### src/pcxrle_pkg.sv
// pcxrle_pkg: types, constants and helpers for the PCX RLE framebuffer decoder.
// Used by pcxrle_cfg, pcxrle_addr and pcx_rle_decode_to_framebuffer_top.
`timescale 1ns / 1ps

package pcxrle_pkg;

	localparam int unsigned SCREEN_WIDTH = 320;
	localparam int unsigned CFG_IDX_W    = 3;
	localparam int unsigned CFG_DATA_W   = 11;
	localparam int unsigned LINE_MAX     = 1024;

	localparam logic [7:0] RUN_MARK = 8'hC0;
	localparam logic [7:0] RUN_MASK = 8'h3F;

	typedef enum logic [CFG_IDX_W-1:0] {
		REG_X_ORIGIN     = 3'd0,
		REG_Y_ORIGIN     = 3'd1,
		REG_IMAGE_WIDTH  = 3'd2,
		REG_IMAGE_HEIGHT = 3'd3,
		REG_LINE_BYTES   = 3'd4
	} cfg_reg_t;

	typedef enum logic {
		ACT_START = 1'b0,
		ACT_DATA  = 1'b1
	} action_t;

	typedef struct packed {
		logic       action;
		logic [7:0] data_byte;
	} in_item_t;

	typedef struct packed {
		logic [15:0] write_address;
		logic [7:0]  pixel_value;
		logic        last_of_run;
		logic        image_done;
	} out_item_t;

	typedef struct packed {
		logic [8:0]  x_origin;
		logic [7:0]  y_origin;
		logic [8:0]  image_width;
		logic [7:0]  image_height;
		logic [10:0] line_bytes;
	} cfg_t;

	// sequencer -> address unit
	typedef struct packed {
		logic start;
		logic step;
	} addr_ctrl_t;

	// address unit -> sequencer
	typedef struct packed {
		logic [15:0] address;
		logic        complete;
		logic        done_next;
	} addr_stat_t;

	// line length clamped to 1..LINE_MAX
	function automatic logic [10:0] eff_line(input logic [10:0] lb);
		logic [10:0] r;
		if (lb == 11'd0) begin
			r = 11'd1;
		end else if (lb > 11'(LINE_MAX)) begin
			r = 11'(LINE_MAX);
		end else begin
			r = lb;
		end
		return r;
	endfunction

endpackage

### src/pcxrle_cfg.sv
// pcxrle_cfg: configuration register file, written through a plain write port.
// Depends on pcxrle_pkg.
`timescale 1ns / 1ps

module pcxrle_cfg (
	input  logic                                clk,
	input  logic                                arst_n,
	input  logic                                cfg_we,
	input  logic [pcxrle_pkg::CFG_IDX_W-1:0]    cfg_index,
	input  logic [pcxrle_pkg::CFG_DATA_W-1:0]   cfg_wdata,
	output pcxrle_pkg::cfg_t                    cfg
);

	pcxrle_pkg::cfg_t cfg_q;

	always_ff @(posedge clk or negedge arst_n) begin
		if (!arst_n) begin
			cfg_q.x_origin     <= 9'd0;
			cfg_q.y_origin     <= 8'd0;
			cfg_q.image_width  <= 9'd320;
			cfg_q.image_height <= 8'd200;
			cfg_q.line_bytes   <= 11'd321;
		end else if (cfg_we) begin
			case (pcxrle_pkg::cfg_reg_t'(cfg_index))
				pcxrle_pkg::REG_X_ORIGIN:     cfg_q.x_origin     <= cfg_wdata[8:0];
				pcxrle_pkg::REG_Y_ORIGIN:     cfg_q.y_origin     <= cfg_wdata[7:0];
				pcxrle_pkg::REG_IMAGE_WIDTH:  cfg_q.image_width  <= cfg_wdata[8:0];
				pcxrle_pkg::REG_IMAGE_HEIGHT: cfg_q.image_height <= cfg_wdata[7:0];
				pcxrle_pkg::REG_LINE_BYTES:   cfg_q.line_bytes   <= cfg_wdata;
				default: ;
			endcase
		end
	end

	assign cfg = cfg_q;

endmodule

### src/pcxrle_addr.sv
// pcxrle_addr: shared write-address unit; holds address, column and pixel counters
// and advances them by one pixel per step. Depends on pcxrle_pkg.
`timescale 1ns / 1ps

module pcxrle_addr #(
	parameter int unsigned SCREEN_WIDTH = pcxrle_pkg::SCREEN_WIDTH
) (
	input  logic                    clk,
	input  logic                    arst_n,
	input  pcxrle_pkg::cfg_t        cfg,
	input  pcxrle_pkg::addr_ctrl_t  ctrl,
	output pcxrle_pkg::addr_stat_t  stat
);

	logic [15:0] addr_q;
	logic [9:0]  col_q;
	logic [16:0] pix_q;

	logic [10:0] lb;
	logic [10:0] ncol;
	logic        wrap;
	logic [15:0] row_jump;
	logic [16:0] total;
	logic [16:0] pix_next;
	logic [20:0] start_full;

	always_comb begin
		lb         = pcxrle_pkg::eff_line(cfg.line_bytes);
		ncol       = {1'b0, col_q} + 11'd1;
		wrap       = (ncol >= lb);
		// +1 for the pixel itself, then to the start of the next screen row
		row_jump   = 16'(SCREEN_WIDTH + 1) - {5'd0, lb};
		total      = {8'd0, cfg.image_width} * {9'd0, cfg.image_height};
		pix_next   = pix_q + 17'd1;
		start_full = {13'd0, cfg.y_origin} * 21'(SCREEN_WIDTH)
			+ {12'd0, cfg.x_origin};
	end

	always_ff @(posedge clk or negedge arst_n) begin
		if (!arst_n) begin
			addr_q <= 16'd0;
			col_q  <= 10'd0;
			pix_q  <= 17'd0;
		end else if (ctrl.start) begin
			addr_q <= start_full[15:0];
			col_q  <= 10'd0;
			pix_q  <= 17'd0;
		end else if (ctrl.step) begin
			addr_q <= addr_q + (wrap ? row_jump : 16'd1);
			col_q  <= wrap ? 10'd0 : ncol[9:0];
			pix_q  <= pix_next;
		end
	end

	assign stat.address   = addr_q;
	assign stat.complete  = (pix_q >= total);
	assign stat.done_next = (pix_next >= total);

endmodule

### src/pcx_rle_decode_to_framebuffer_top.sv
// pcx_rle_decode_to_framebuffer_top: PCX RLE byte stream to framebuffer writes.
// Depends on pcxrle_pkg, pcxrle_cfg, pcxrle_addr.
//
//  channel   signals                          dir  beat
//  byte      byte_valid/byte_ready/byte_item  in   action + one compressed byte
//  wr        wr_valid/wr_ready/wr_item        out  one framebuffer write
//  cfg       cfg_we/cfg_index/cfg_wdata       in   register write, no handshake
//
// Start, run marker and skipped bytes give no write.
// A literal gives its write in the output register.
// A run value byte moves the sequencer into the run state; the address unit
// steps once per write and byte_ready stays low until the run is out.
// A stalled wr beat holds the output register and freezes the sequencer.
// Reset clears the sequencer, counters, config and output valid flag, not the payload.
`timescale 1ns / 1ps

module pcx_rle_decode_to_framebuffer_top #(
	parameter int unsigned SCREEN_WIDTH = pcxrle_pkg::SCREEN_WIDTH
) (
	input  logic                               clk,
	input  logic                               arst_n,
	input  logic                               byte_valid,
	output logic                               byte_ready,
	input  pcxrle_pkg::in_item_t               byte_item,
	output logic                               wr_valid,
	input  logic                               wr_ready,
	output pcxrle_pkg::out_item_t              wr_item,
	input  logic                               cfg_we,
	input  logic [pcxrle_pkg::CFG_IDX_W-1:0]   cfg_index,
	input  logic [pcxrle_pkg::CFG_DATA_W-1:0]  cfg_wdata
);

	typedef enum logic {
		ST_IDLE,
		ST_RUN
	} state_t;

	state_t                 state_q;
	logic                   expect_q;
	logic [5:0]             run_len_q;
	logic [5:0]             rem_q;
	logic [7:0]             run_pix_q;
	logic                   out_valid_q;
	pcxrle_pkg::out_item_t  out_q;

	pcxrle_pkg::cfg_t       cfg;
	pcxrle_pkg::addr_ctrl_t actl;
	pcxrle_pkg::addr_stat_t ast;

	logic out_free;
	logic accept;
	logic is_start;
	logic marker;
	logic lit_emit;
	logic run_emit;
	logic run_last;

	pcxrle_cfg u_cfg (
		.clk       (clk),
		.arst_n    (arst_n),
		.cfg_we    (cfg_we),
		.cfg_index (cfg_index),
		.cfg_wdata (cfg_wdata),
		.cfg       (cfg)
	);

	pcxrle_addr #(
		.SCREEN_WIDTH (SCREEN_WIDTH)
	) u_addr (
		.clk    (clk),
		.arst_n (arst_n),
		.cfg    (cfg),
		.ctrl   (actl),
		.stat   (ast)
	);

	always_comb begin
		out_free   = !out_valid_q || wr_ready;
		byte_ready = (state_q == ST_IDLE) && out_free;
		accept     = byte_valid && byte_ready;
		is_start   = (byte_item.action == pcxrle_pkg::ACT_START);
		marker     = ((byte_item.data_byte & pcxrle_pkg::RUN_MARK) == pcxrle_pkg::RUN_MARK);
		lit_emit   = accept && !is_start && !ast.complete && !expect_q && !marker;
		run_emit   = (state_q == ST_RUN) && out_free;
		run_last   = (rem_q == 6'd1) || ast.done_next;
		actl.start = accept && is_start;
		actl.step  = lit_emit || run_emit;
	end

	always_ff @(posedge clk or negedge arst_n) begin
		if (!arst_n) begin
			state_q     <= ST_IDLE;
			expect_q    <= 1'b0;
			run_len_q   <= 6'd0;
			rem_q       <= 6'd0;
			run_pix_q   <= 8'd0;
			out_valid_q <= 1'b0;
		end else begin
			case (state_q)
				ST_IDLE: begin
					if (accept) begin
						if (is_start) begin
							expect_q  <= 1'b0;
							run_len_q <= 6'd0;
						end else if (!ast.complete) begin
							if (expect_q) begin
								expect_q  <= 1'b0;
								run_len_q <= 6'd0;
								// zero count swallows the value byte
								if (run_len_q != 6'd0) begin
									state_q   <= ST_RUN;
									rem_q     <= run_len_q;
									run_pix_q <= byte_item.data_byte;
								end
							end else if (marker) begin
								run_len_q <= byte_item.data_byte[5:0] & pcxrle_pkg::RUN_MASK[5:0];
								expect_q  <= 1'b1;
							end
						end
					end
				end
				ST_RUN: begin
					if (run_emit) begin
						rem_q <= rem_q - 6'd1;
						if (run_last) begin
							state_q <= ST_IDLE;
						end
					end
				end
				default: state_q <= ST_IDLE;
			endcase

			if (actl.step) begin
				out_valid_q <= 1'b1;
			end else if (wr_ready) begin
				out_valid_q <= 1'b0;
			end
		end
	end

	// output payload, no reset needed
	always_ff @(posedge clk) begin
		if (actl.step) begin
			out_q.write_address <= ast.address;
			out_q.pixel_value   <= lit_emit ? byte_item.data_byte : run_pix_q;
			out_q.last_of_run   <= lit_emit ? 1'b1 : run_last;
			out_q.image_done    <= ast.done_next;
		end
	end

	assign wr_valid = out_valid_q;
	assign wr_item  = out_q;

	a_run_nonzero: assert property (@(posedge clk) disable iff (!arst_n)
		(state_q == ST_RUN) |-> (rem_q != 6'd0))
		else $error("run state with no writes left");

	a_no_accept_in_run: assert property (@(posedge clk) disable iff (!arst_n)
		(state_q == ST_RUN) |-> !byte_ready)
		else $error("byte accepted while a run is being written");

	a_done_is_last: assert property (@(posedge clk) disable iff (!arst_n)
		(wr_valid && wr_item.image_done) |-> wr_item.last_of_run)
		else $error("image_done write not marked last_of_run");

	a_run_ends: assert property (@(posedge clk) disable iff (!arst_n)
		(run_emit && run_last) |=> (state_q == ST_IDLE))
		else $error("sequencer stayed in run after final write");

endmodule
### config.mk
export PLATFORM = sky130hd
export DESIGN_NAME = pcx_rle_decode_to_framebuffer_top
export DESIGN_NICKNAME = d
export VERILOG_FILES = /design/src/pcxrle_pkg.sv /design/src/pcxrle_cfg.sv /design/src/pcxrle_addr.sv /design/src/pcx_rle_decode_to_framebuffer_top.sv
export SDC_FILE = /design/constraint.sdc
export NUM_CORES = 1
export LEC_CHECK = 0
export BUFFER_PORTS_ARGS = -buffer_cell sky130_fd_sc_hd__buf_4
export CELL_PAD_IN_SITES_DETAIL_PLACEMENT = 1
export CELL_PAD_IN_SITES_GLOBAL_PLACEMENT = 2
export CORE_ASPECT_RATIO = 1.1
export CORE_MARGIN = 2
export CORE_UTILIZATION = 35
export DETAILED_ROUTE_END_ITERATION = 8
export GPL_TIMING_DRIVEN = 0
export HOLD_SLACK_MARGIN = 0.06
export PLACE_DENSITY = 0.76
export SLEW_MARGIN = 20
export SYNTH_ARGS = -nofsm -noshare
export SYNTH_HDL_FRONTEND = slang
export SYNTH_SLANG_ARGS = --single-unit
### constraint.sdc
create_clock -name clk -period 8.5 [get_ports clk]
set_input_delay 1.275 -clock clk [delete_from_list [all_inputs] [get_ports clk]]
set_output_delay 1.275 -clock clk [all_outputs]
set_load 0.05 [all_outputs]
# After elaboration in Yosys (flattened, before gate mapping)
# Cells that the tools add are included.
# W data, S select, Z words.
dict set report word_totals {
  reg_bits 137
  in_bits 28
  out_inout_bits 28
  word_cells 112
}
dict set report classes {
  n_addsub 6
  multipliers 2
  order_cmp 4
  n_eq_ne 14
  mux 36
  bitwise_logic 3
  reduce_logical 29
}
# cell count
set op_table {}
lappend op_table {{$mux W6} 10}
lappend op_table {{$mux W16} 3}
lappend op_table {{$ge A17 B17 Y1} 2}
lappend op_table {{$mux W17} 2}
lappend op_table {{$mux W10} 3}
lappend op_table {{$mux W11} 2}
lappend op_table {{$add A17 B1 Y17 const B} 1}
lappend op_table {{$mul A9 B8 Y17} 1}
lappend op_table {{$add A16 B16 Y16} 1}
lappend op_table {{$add A16 B9 Y16} 1}
lappend op_table {{$mux W1} 13}
lappend op_table {{$pmux W6 S2} 1}
lappend op_table {{$reduce_and A6 Y1} 2}
lappend op_table {{$sub A9 B11 Y12 const A} 1}
lappend op_table {{$add A10 B1 Y11 const B} 1}
lappend op_table {{$ge A11 B11 Y1} 1}
lappend op_table {{$gt A11 B11 Y1 const B} 1}
lappend op_table {{$logic_not A11 Y1} 1}
lappend op_table {{$mul A8 B3 Y10 const B} 1}
lappend op_table {{$ne A2 B2 Y1 const B} 5}
lappend op_table {{$reduce_and A2 Y1} 5}
lappend op_table {{$logic_and A1 B1 Y1} 8}
lappend op_table {{$mux W8} 1}
lappend op_table {{$eq A3 B2 Y1 const B} 2}
lappend op_table {{16 further kinds} 25}

# Longest topological paths before layout
# Gate-level depths: netlist (run 1).
dict set report logic_depth {
  ltp_word 11
  ltp_mapped 29
  ltp_nobuf 26
}

# By module
# From an unflattened synthesis (run 1), not the netlist that was laid out.
dict set report unflattened {
  hier_cells 1054
  hier_area_um2 10640.2
}
# module n_inst cells_per_inst area_each_um2 seq_area_each_um2
set modules_own_cells {}
lappend modules_own_cells {pcxrle_addr 1 810 6880.3 1076.0}
lappend modules_own_cells {pcx_rle_decode_to_framebuffer_top 1 146 2037.0 1356.3}
lappend modules_own_cells {pcxrle_cfg 1 98 1722.9 1136.1}

# Least setup slack after synthesis (run 1)
# OpenSTA, ideal clock, no wires.
dict set report synth_timing {
  path_type {reg-to-reg}
  startpoint {reg u_cfg.cfg_q (netlist bit u_cfg.cfg[18])}
  endpoint {reg out_q (netlist bit wr_item[0]) (enable)}
  setup_ns 0.374
  t_arrival_ns 6.347
  required_time_ns 8.126
  path_slack_ns 1.779
  path_stages_with_launch 27
  path_buffers 3
  synth_period_minus_slack_ns 6.721
  path_cell_list {dfstp_2 -> clkbuf_1 -> nand2_1 -> fa_1 -> fa_1 -> inv_1 -> fa_1 -> inv_1 -> fa_1 -> inv_1 -> ha_1 -> nor3_1 -> nor2_1 -> a21oi_1 -> o21bai_1 -> a21oi_1 -> xor2_1 -> ha_1 -> o21a_1 -> o21ai_1 -> nor3_1 -> a211oi_1 -> o211ai_1 -> a31o_4 -> o21ai_4 -> buf_4 -> buf_2}
}
# element line_no
set synth_rtl {}
lappend synth_rtl {{start: declaration} pcxrle_cfg.sv:14} ;# pcxrle_pkg::cfg_t cfg_q;
lappend synth_rtl {{end: declaration} pcx_rle_decode_to_framebuffer_top.sv:44} ;# pcxrle_pkg::out_item_t out_q;

==> impl_metrics.toml, run 1 <==
[timing]
slew_viol_final = 0
slew-limit-headroom = 0.3453
finalSetupTns_ns = 0
setup_viol = 0
finalCritPeriodShare = 0.9243
fin_crit_ns = 7.856
worst_pin_slew_ns = 0.9738
hold_viol_final = 0
clock.fmax_ghz = 0.1273
grt_setup_unrepaired = "no"
fin_skew_ns = 0.01158
setup_ws_ns = 0.6438

[global_route]
grt_overflow_total = 0
grt_max_degree = 72
antenna_found_initial = 0
grt_pass1_wl_um = 46390
grt_pass1_vias = 8679
grt.total_usage = 0.1859

[final_layout]
multi_input_area_mm2 = 0.006611
n_fill_cell = 3489
drive_gt1_frac = 0.1595
design_area_mm2 = 0.01226
seq_area_mm2 = 0.003568
fin_cells = 1574
insertedDiodeCount = 0
num-nets-final = 1333
synthToLayoutAreaGrowth_pct = 14.25
final_cell_mix = "inv_1 (114), ha_1 (113), dfrtp_1 (103), nand2_1 (88), and2_1 (61)"
final_common_cell = "inv_1"

[die]
fp-row-count = 67
floorplan.initialDensity = 0.3536
pin_count = 56
die_h_um = 187.6
die-area_mm2 = 0.03208
fp.dieW_um = 170.9
fp.coreArea_mm2 = 0.03035

[clock_tree]
cts.htree.levels = 4
tritoncts = "done"
clockRootBuffer = "clkbuf_16"
cts_buffer_depth = 2
cts_setup_buffers = 0
clk_latency_ns = 0.44
post_cts_resized = 0
clock_sinks = 137
path_clk_slew_ns = 0.06
cts_inserted_buffers = 17
ctsHoldBuffers = 0

[logic_synthesis]
yosysSeqAreaShare = 0.3326
syn_avg_cell_area_um2 = 10.01
async_flop_share = 0.8102
yosysWarnings = 0
synth_flop_cell = "dfrtp_1"
netlist_instances = 1072
synthesis.area_mm2 = 0.01073
synth_edf_count = 26
synthesis.nets = 1258
synth-seq-cells = 137
synth_cell_types = 75

[drt]
wl_um = 28370
detail-route-antenna-nets = 0
drt_iter0_markers = 237
viasPerCell = 5.154
route.detailed.drc = 0
routedWlPerCell_um = 18.02
num_vias = 8113
drt_pre_antenna_iters = 4

[pwr]
switching_share = 0.4910
clock_power_share = 0.137
power.total_mw = 5.297
combPwrFrac = 0.655
p_per_area_mw_per_mm2 = 432.1
peakVddDrop_mv = 0.1838
p_int_mw = 2.696
power_frac_seq = 0.208
p_sw_mw = 2.601
p_leak_nw = 5.665

[placement]
dpl_cell_area_mm2 = 0.01169
globalplace.congestion = 0.7746
dp_hpwl_um = 22020
dpl_worst_slack_ns = 0.2720
port-buffer-count = 55
dpl.cell_count = 1542

[critical_path]
end_kind = "flip-flop"
startpoint_type = "flip-flop"
worstPathArrival_ns = 7.93
worstSetupPathType = "flip-flop to flip-flop"
required_ns = 8.57
cp_max_fo = 35

[min_path]
min_path_type = "flip-flop to flip-flop"

[status]
outcome = "finished clean"

[job]
max_cap_viol_count = 0
[worst paths after layout]
path                                               start                         to  slack [ns]  cells after the start
max in group asynchronous                         arst_n  u_cfg.cfg[14]$_DFFE_PN1P_        7.00                      2
max                            u_cfg.cfg[17]$_DFFE_PN1P_      wr_item[13]$_DFFE_PP_        0.64                     26
min in group asynchronous                         arst_n       rem_q[5]$_DFFE_PN0P_        0.75                      1
max reg2reg                    u_cfg.cfg[17]$_DFFE_PN1P_      wr_item[13]$_DFFE_PP_        0.64                     26
min                        u_addr.addr_q[15]$_DFFE_PN0P_      wr_item[25]$_DFFE_PP_        0.48                      0
min reg2reg                u_addr.addr_q[15]$_DFFE_PN0P_      wr_item[25]$_DFFE_PP_        0.48                      0
[cell families (layout without fill, tap and decap cells)]
kind of cell / count (synthesis) / count (layout) / share of synthesized area
AO/OA/AOI/OAI: 204 / 204 / 0.1327
XOR/XNOR: 64 / 64 / 0.05224
adder cells (fa/ha/maj): 158 / 158 / 0.2157
buffers and inverters: 141 / 229 / 0.05131
flip-flops: 137 / 137 / 0.3326
multiplexers: 66 / 66 / 0.06821
AND/OR/NAND/NOR: 302 / 302 / 0.1473
[stage by stage]
stage                       util  hold slack (ns)
after floorplan                -           0.4319
after global placement    0.3843           0.4610
after detailed placement  0.3853           0.4770
after CTS                 0.4039           0.4913
after global routing      0.4040           0.5035
final                     0.4040           0.4831
[synthesized netlist by cell type (9+ instances only)]
library cell  number  area (um^2)
nor2_1            39        146.4
a21oi_1           48        240.2
nand2_1           88        330.3
inv_1            114        427.9
nand2b_1          14        87.58
nor3_1            17        85.08
o31ai_1           13        97.59
dfrtp_1          103         2577
nor2b_1           12        75.07
a21o_1            20        150.1
clkbuf_1          16        60.06
mux2i_1            9        90.09
edfxtp_1          26        780.8
xor2_1            25        219.0
o21ai_0           31        155.2
nand3_1           27        135.1
xnor2_1           39        341.6
fa_1              45        900.9
mux2_2            57        641.9
and2_1            61        381.6
ha_1             113         1414
[final cells by class]
type | instances | area share
clock buffer | 22 | 0.03960
sequential | 137 | 0.2911
multi-input combinational | 794 | 0.5393
inverter | 115 | 0.03521
tap | 414 | 0.04225
timing repair buffer | 56 | 0.03623
buffer | 26 | 0.009900
clock inverter | 10 | 0.006430
[routing by layer]
layer,up-vias,wire length (um),global-route usage
li1,3906,-,-
met1,4118,12700,0.2326
met2,62,14690,0.3321
met3,27,400,0.02237
met4,0,583,0.05769
met5,-,0,0
[power groups by stage]
stage | clock network, mW | logic (mW) | registers [mW]
after detailed placement | 0 | 3.53 | 1.11
after global placement | 0 | 3.45 | 1.11
after CTS | 0.745 | 3.56 | 1.10
final | 0.727 | 3.47 | 1.10
after global routing | 0.768 | 3.97 | 1.13
after floorplan | 0 | 2.48 | 1.22
[registers in the layout, summed over array words and instances (netlist names)]
signal         cells
expect_q           1
rem_q              6
run_len_q          6
run_pix_q          8
state_q            1
u_addr.addr_q     16
u_addr.col_q      10
u_addr.pix_q      17
u_cfg.cfg         45
wr_item           26
wr_valid           1
[critical path: stages (launching register included)]
cell	delay [ns]
dfstp_2	0.51
clkbuf_1	0.34
nand2_1	0.14
fa_1	0.51
fa_1	0.57
inv_1	0.06
fa_1	0.53
inv_1	0.06
fa_1	0.53
inv_1	0.04
ha_1	0.36
nor3_1	0.21
nor2_1	0.09
a21oi_1	0.24
o21bai_1	0.10
a21oi_1	0.17
xor2_1	0.25
ha_1	0.29
o21a_1	0.12
o21ai_1	0.19
nor3_1	0.09
a211oi_1	0.40
o211ai_1	0.16
a31o_4	0.34
o21ai_4	0.36
buf_4	0.27
clkbuf_4	0.54
Power figures use the tool's default switching activity.
==> inputs of run 2 (changes only) <==
Settings changed: CORE_UTILIZATION 35 to 41, PLACE_DENSITY 0.76 to 0.86, REMOVE_ABC_BUFFERS from default to 1.
==> run 2 against run 1 <==
Combinational power fell by 1%. Clock skew is 0.0046 ns higher. Core utilization grew 6.9 points. Sequential power about the same. Design area is essentially flat. Via count is 2.8% lower. Clock power up 2.9%. Final cell count is 5.1% lower. Register-to-register slack gained 0.18 ns. Routed wire length is 9.1% lower.
==> impl_metrics.toml, run 2 (same netlist as run 1, synthesis figures left out) <==
[final_layout]
final_util = 0.4730
synthToLayoutAreaGrowth_pct = 14.20
fin_cells = 1494
num-nets-final = 1315
drive_gt1_frac = 0.1646
insertedDiodeCount = 0
final_cell_mix = "inv_1 (114), ha_1 (113), dfrtp_1 (103), nand2_1 (88), and2_1 (61)"
final_common_cell = "inv_1"
largest_register_ffs = 45

[die]
die-area_mm2 = 0.02748
fp-row-count = 62
die_h_um = 173.7
floorplan.initialDensity = 0.4141
pin_count = 56
fp.dieW_um = 158.2
fp.coreArea_mm2 = 0.02591

[drt]
num_vias = 7883
route.detailed.drc = 0
drt_pre_antenna_iters = 4
viasPerCell = 5.276
routedWlPerCell_um = 17.27
wl_um = 25800
drt_iter0_markers = 278
detail-route-antenna-nets = 0

[clock_tree]
cts_setup_buffers = 0
clock_sinks = 137
tritoncts = "done"
cts.htree.levels = 4
ctsHoldBuffers = 0
clockRootBuffer = "clkbuf_16"
clk_latency_ns = 0.43
path_clk_slew_ns = 0.07
cts_inserted_buffers = 17
post_cts_resized = 0
cts_buffer_depth = 2

[critical_path]
worstReg2RegStart = "u_cfg.cfg[18]$_DFFE_PN1P_"
end_kind = "flip-flop"
required_ns = 8.85
startpoint_type = "flip-flop"
worstSetupPathType = "flip-flop to flip-flop"
r2r_setup_slack_ns = 0.82
reg2regPathDepth = 26
rr_endpoint = "u_addr.addr_q[6]$_DFFE_PN0P_"
worstPathArrival_ns = 8.03
cp_max_fo = 30

[status]
outcome = "finished clean"

[min_path]
min-delay-start = "u_addr.addr_q[15]$_DFFE_PN0P_"
holdPathEnd = "wr_item[25]$_DFFE_PP_"
holdPathStages = 0
min_path_type = "flip-flop to flip-flop"

[pwr]
p_leak_nw = 5.684
p_per_area_mw_per_mm2 = 431.6
peakVddDrop_mv = 0.1780

[placement]
dpl_worst_slack_ns = 0.8081
dp_hpwl_um = 19810
globalplace.congestion = 0.8252
dpl.cell_count = 1462
port-buffer-count = 55

[timing]
fin_skew_ns = 0.01614
worst_pin_slew_ns = 0.8649
slew_viol_final = 0
slew-limit-headroom = 0.4215
grt_setup_unrepaired = "no"
hold_viol_final = 0
setup_viol = 0
setup_ws_ns = 0.8250
finalCritPeriodShare = 0.9029
clock.fmax_ghz = 0.1303
whs_ns = 0.4766
fin_crit_ns = 7.675

[global_route]
grt_overflow_total = 0
grt_pass1_vias = 8550
grt_max_degree = 73
grt_pass1_wl_um = 43750
antenna_found_initial = 0
grt.total_usage = 0.2005

[job]
max_cap_viol_count = 0
## run 2: worst max path at each step
stage	from	to	slack (ns)	cells after the start
3_3_place_gp	u_cfg.cfg[18]$_DFFE_PN1P_	u_addr.addr_q[10]$_DFFE_PN0P_	-0.70	24
4_1_cts	u_cfg.cfg[18]$_DFFE_PN1P_	u_addr.addr_q[6]$_DFFE_PN0P_	0.72	27
5_1_grt	u_cfg.cfg[18]$_DFFE_PN1P_	u_addr.addr_q[6]$_DFFE_PN0P_	0.27	27
6_report	u_cfg.cfg[18]$_DFFE_PN1P_	u_addr.addr_q[6]$_DFFE_PN0P_	0.82	26
3_5_place_dp	u_cfg.cfg[18]$_DFFE_PN1P_	u_addr.addr_q[6]$_DFFE_PN0P_	0.81	27
2_1_floorplan	u_cfg.cfg[18]$_DFFE_PN1P_	u_addr.addr_q[10]$_DFFE_PN0P_	1.10	25
## run 2: metrics by stage
step	total power, mW	instance area (um^2)	setup TNS [ns]
after CTS	5.384	12250	0
after floorplan	3.676	10610	0
after global routing	5.836	12250	0
after global placement	4.429	11460	-10.50
final	5.289	12250	0
after detailed placement	4.594	11670	0
## run 2: power by group
group | switching, mW | internal (mW)
clock | 0.303 | 0.445
sequential | 0.197 | 0.915
combinational | 2.01 | 1.42
## run 2: per-layer routing
metal / GRT usage / part of all wire / wire length (um)
met4: 0.04505 / 0.014 / 358
met2: 0.3643 / 0.53 / 13660
met5: 0 / 0 / 0
met3: 0.02850 / 0.016 / 422
met1: 0.2499 / 0.44 / 11360
## run 2: final cells by class
type,instances,area (um^2)
Clock buffer,23,499.2
Clock inverter,9,86.33
Fill cell,2924,13660
Inverter,115,431.7
Multi-Input combinational cell,794,6629
Sequential cell,137,3568
Tap cell,352,440.4
Timing Repair Buffer,64,599.3
## run 2: critical path, stage by stage, from the launching register on
cell	delay, ns
dfstp_2	0.63
nand2_1	0.11
fa_1	0.52
fa_1	0.55
inv_1	0.06
fa_1	0.53
inv_1	0.06
fa_1	0.52
inv_1	0.04
ha_1	0.36
nor3_1	0.20
nor2_1	0.09
a21oi_1	0.22
o21bai_1	0.09
a21oi_1	0.18
xor2_1	0.23
ha_1	0.28
a211oi_1	0.27
a31oi_1	0.12
a211oi_1	0.44
o211ai_1	0.16
a31o_4	0.32
o21ai_4	0.36
buf_16	0.22
buf_16	0.19
nand2b_1	0.51
o221a_2	0.32
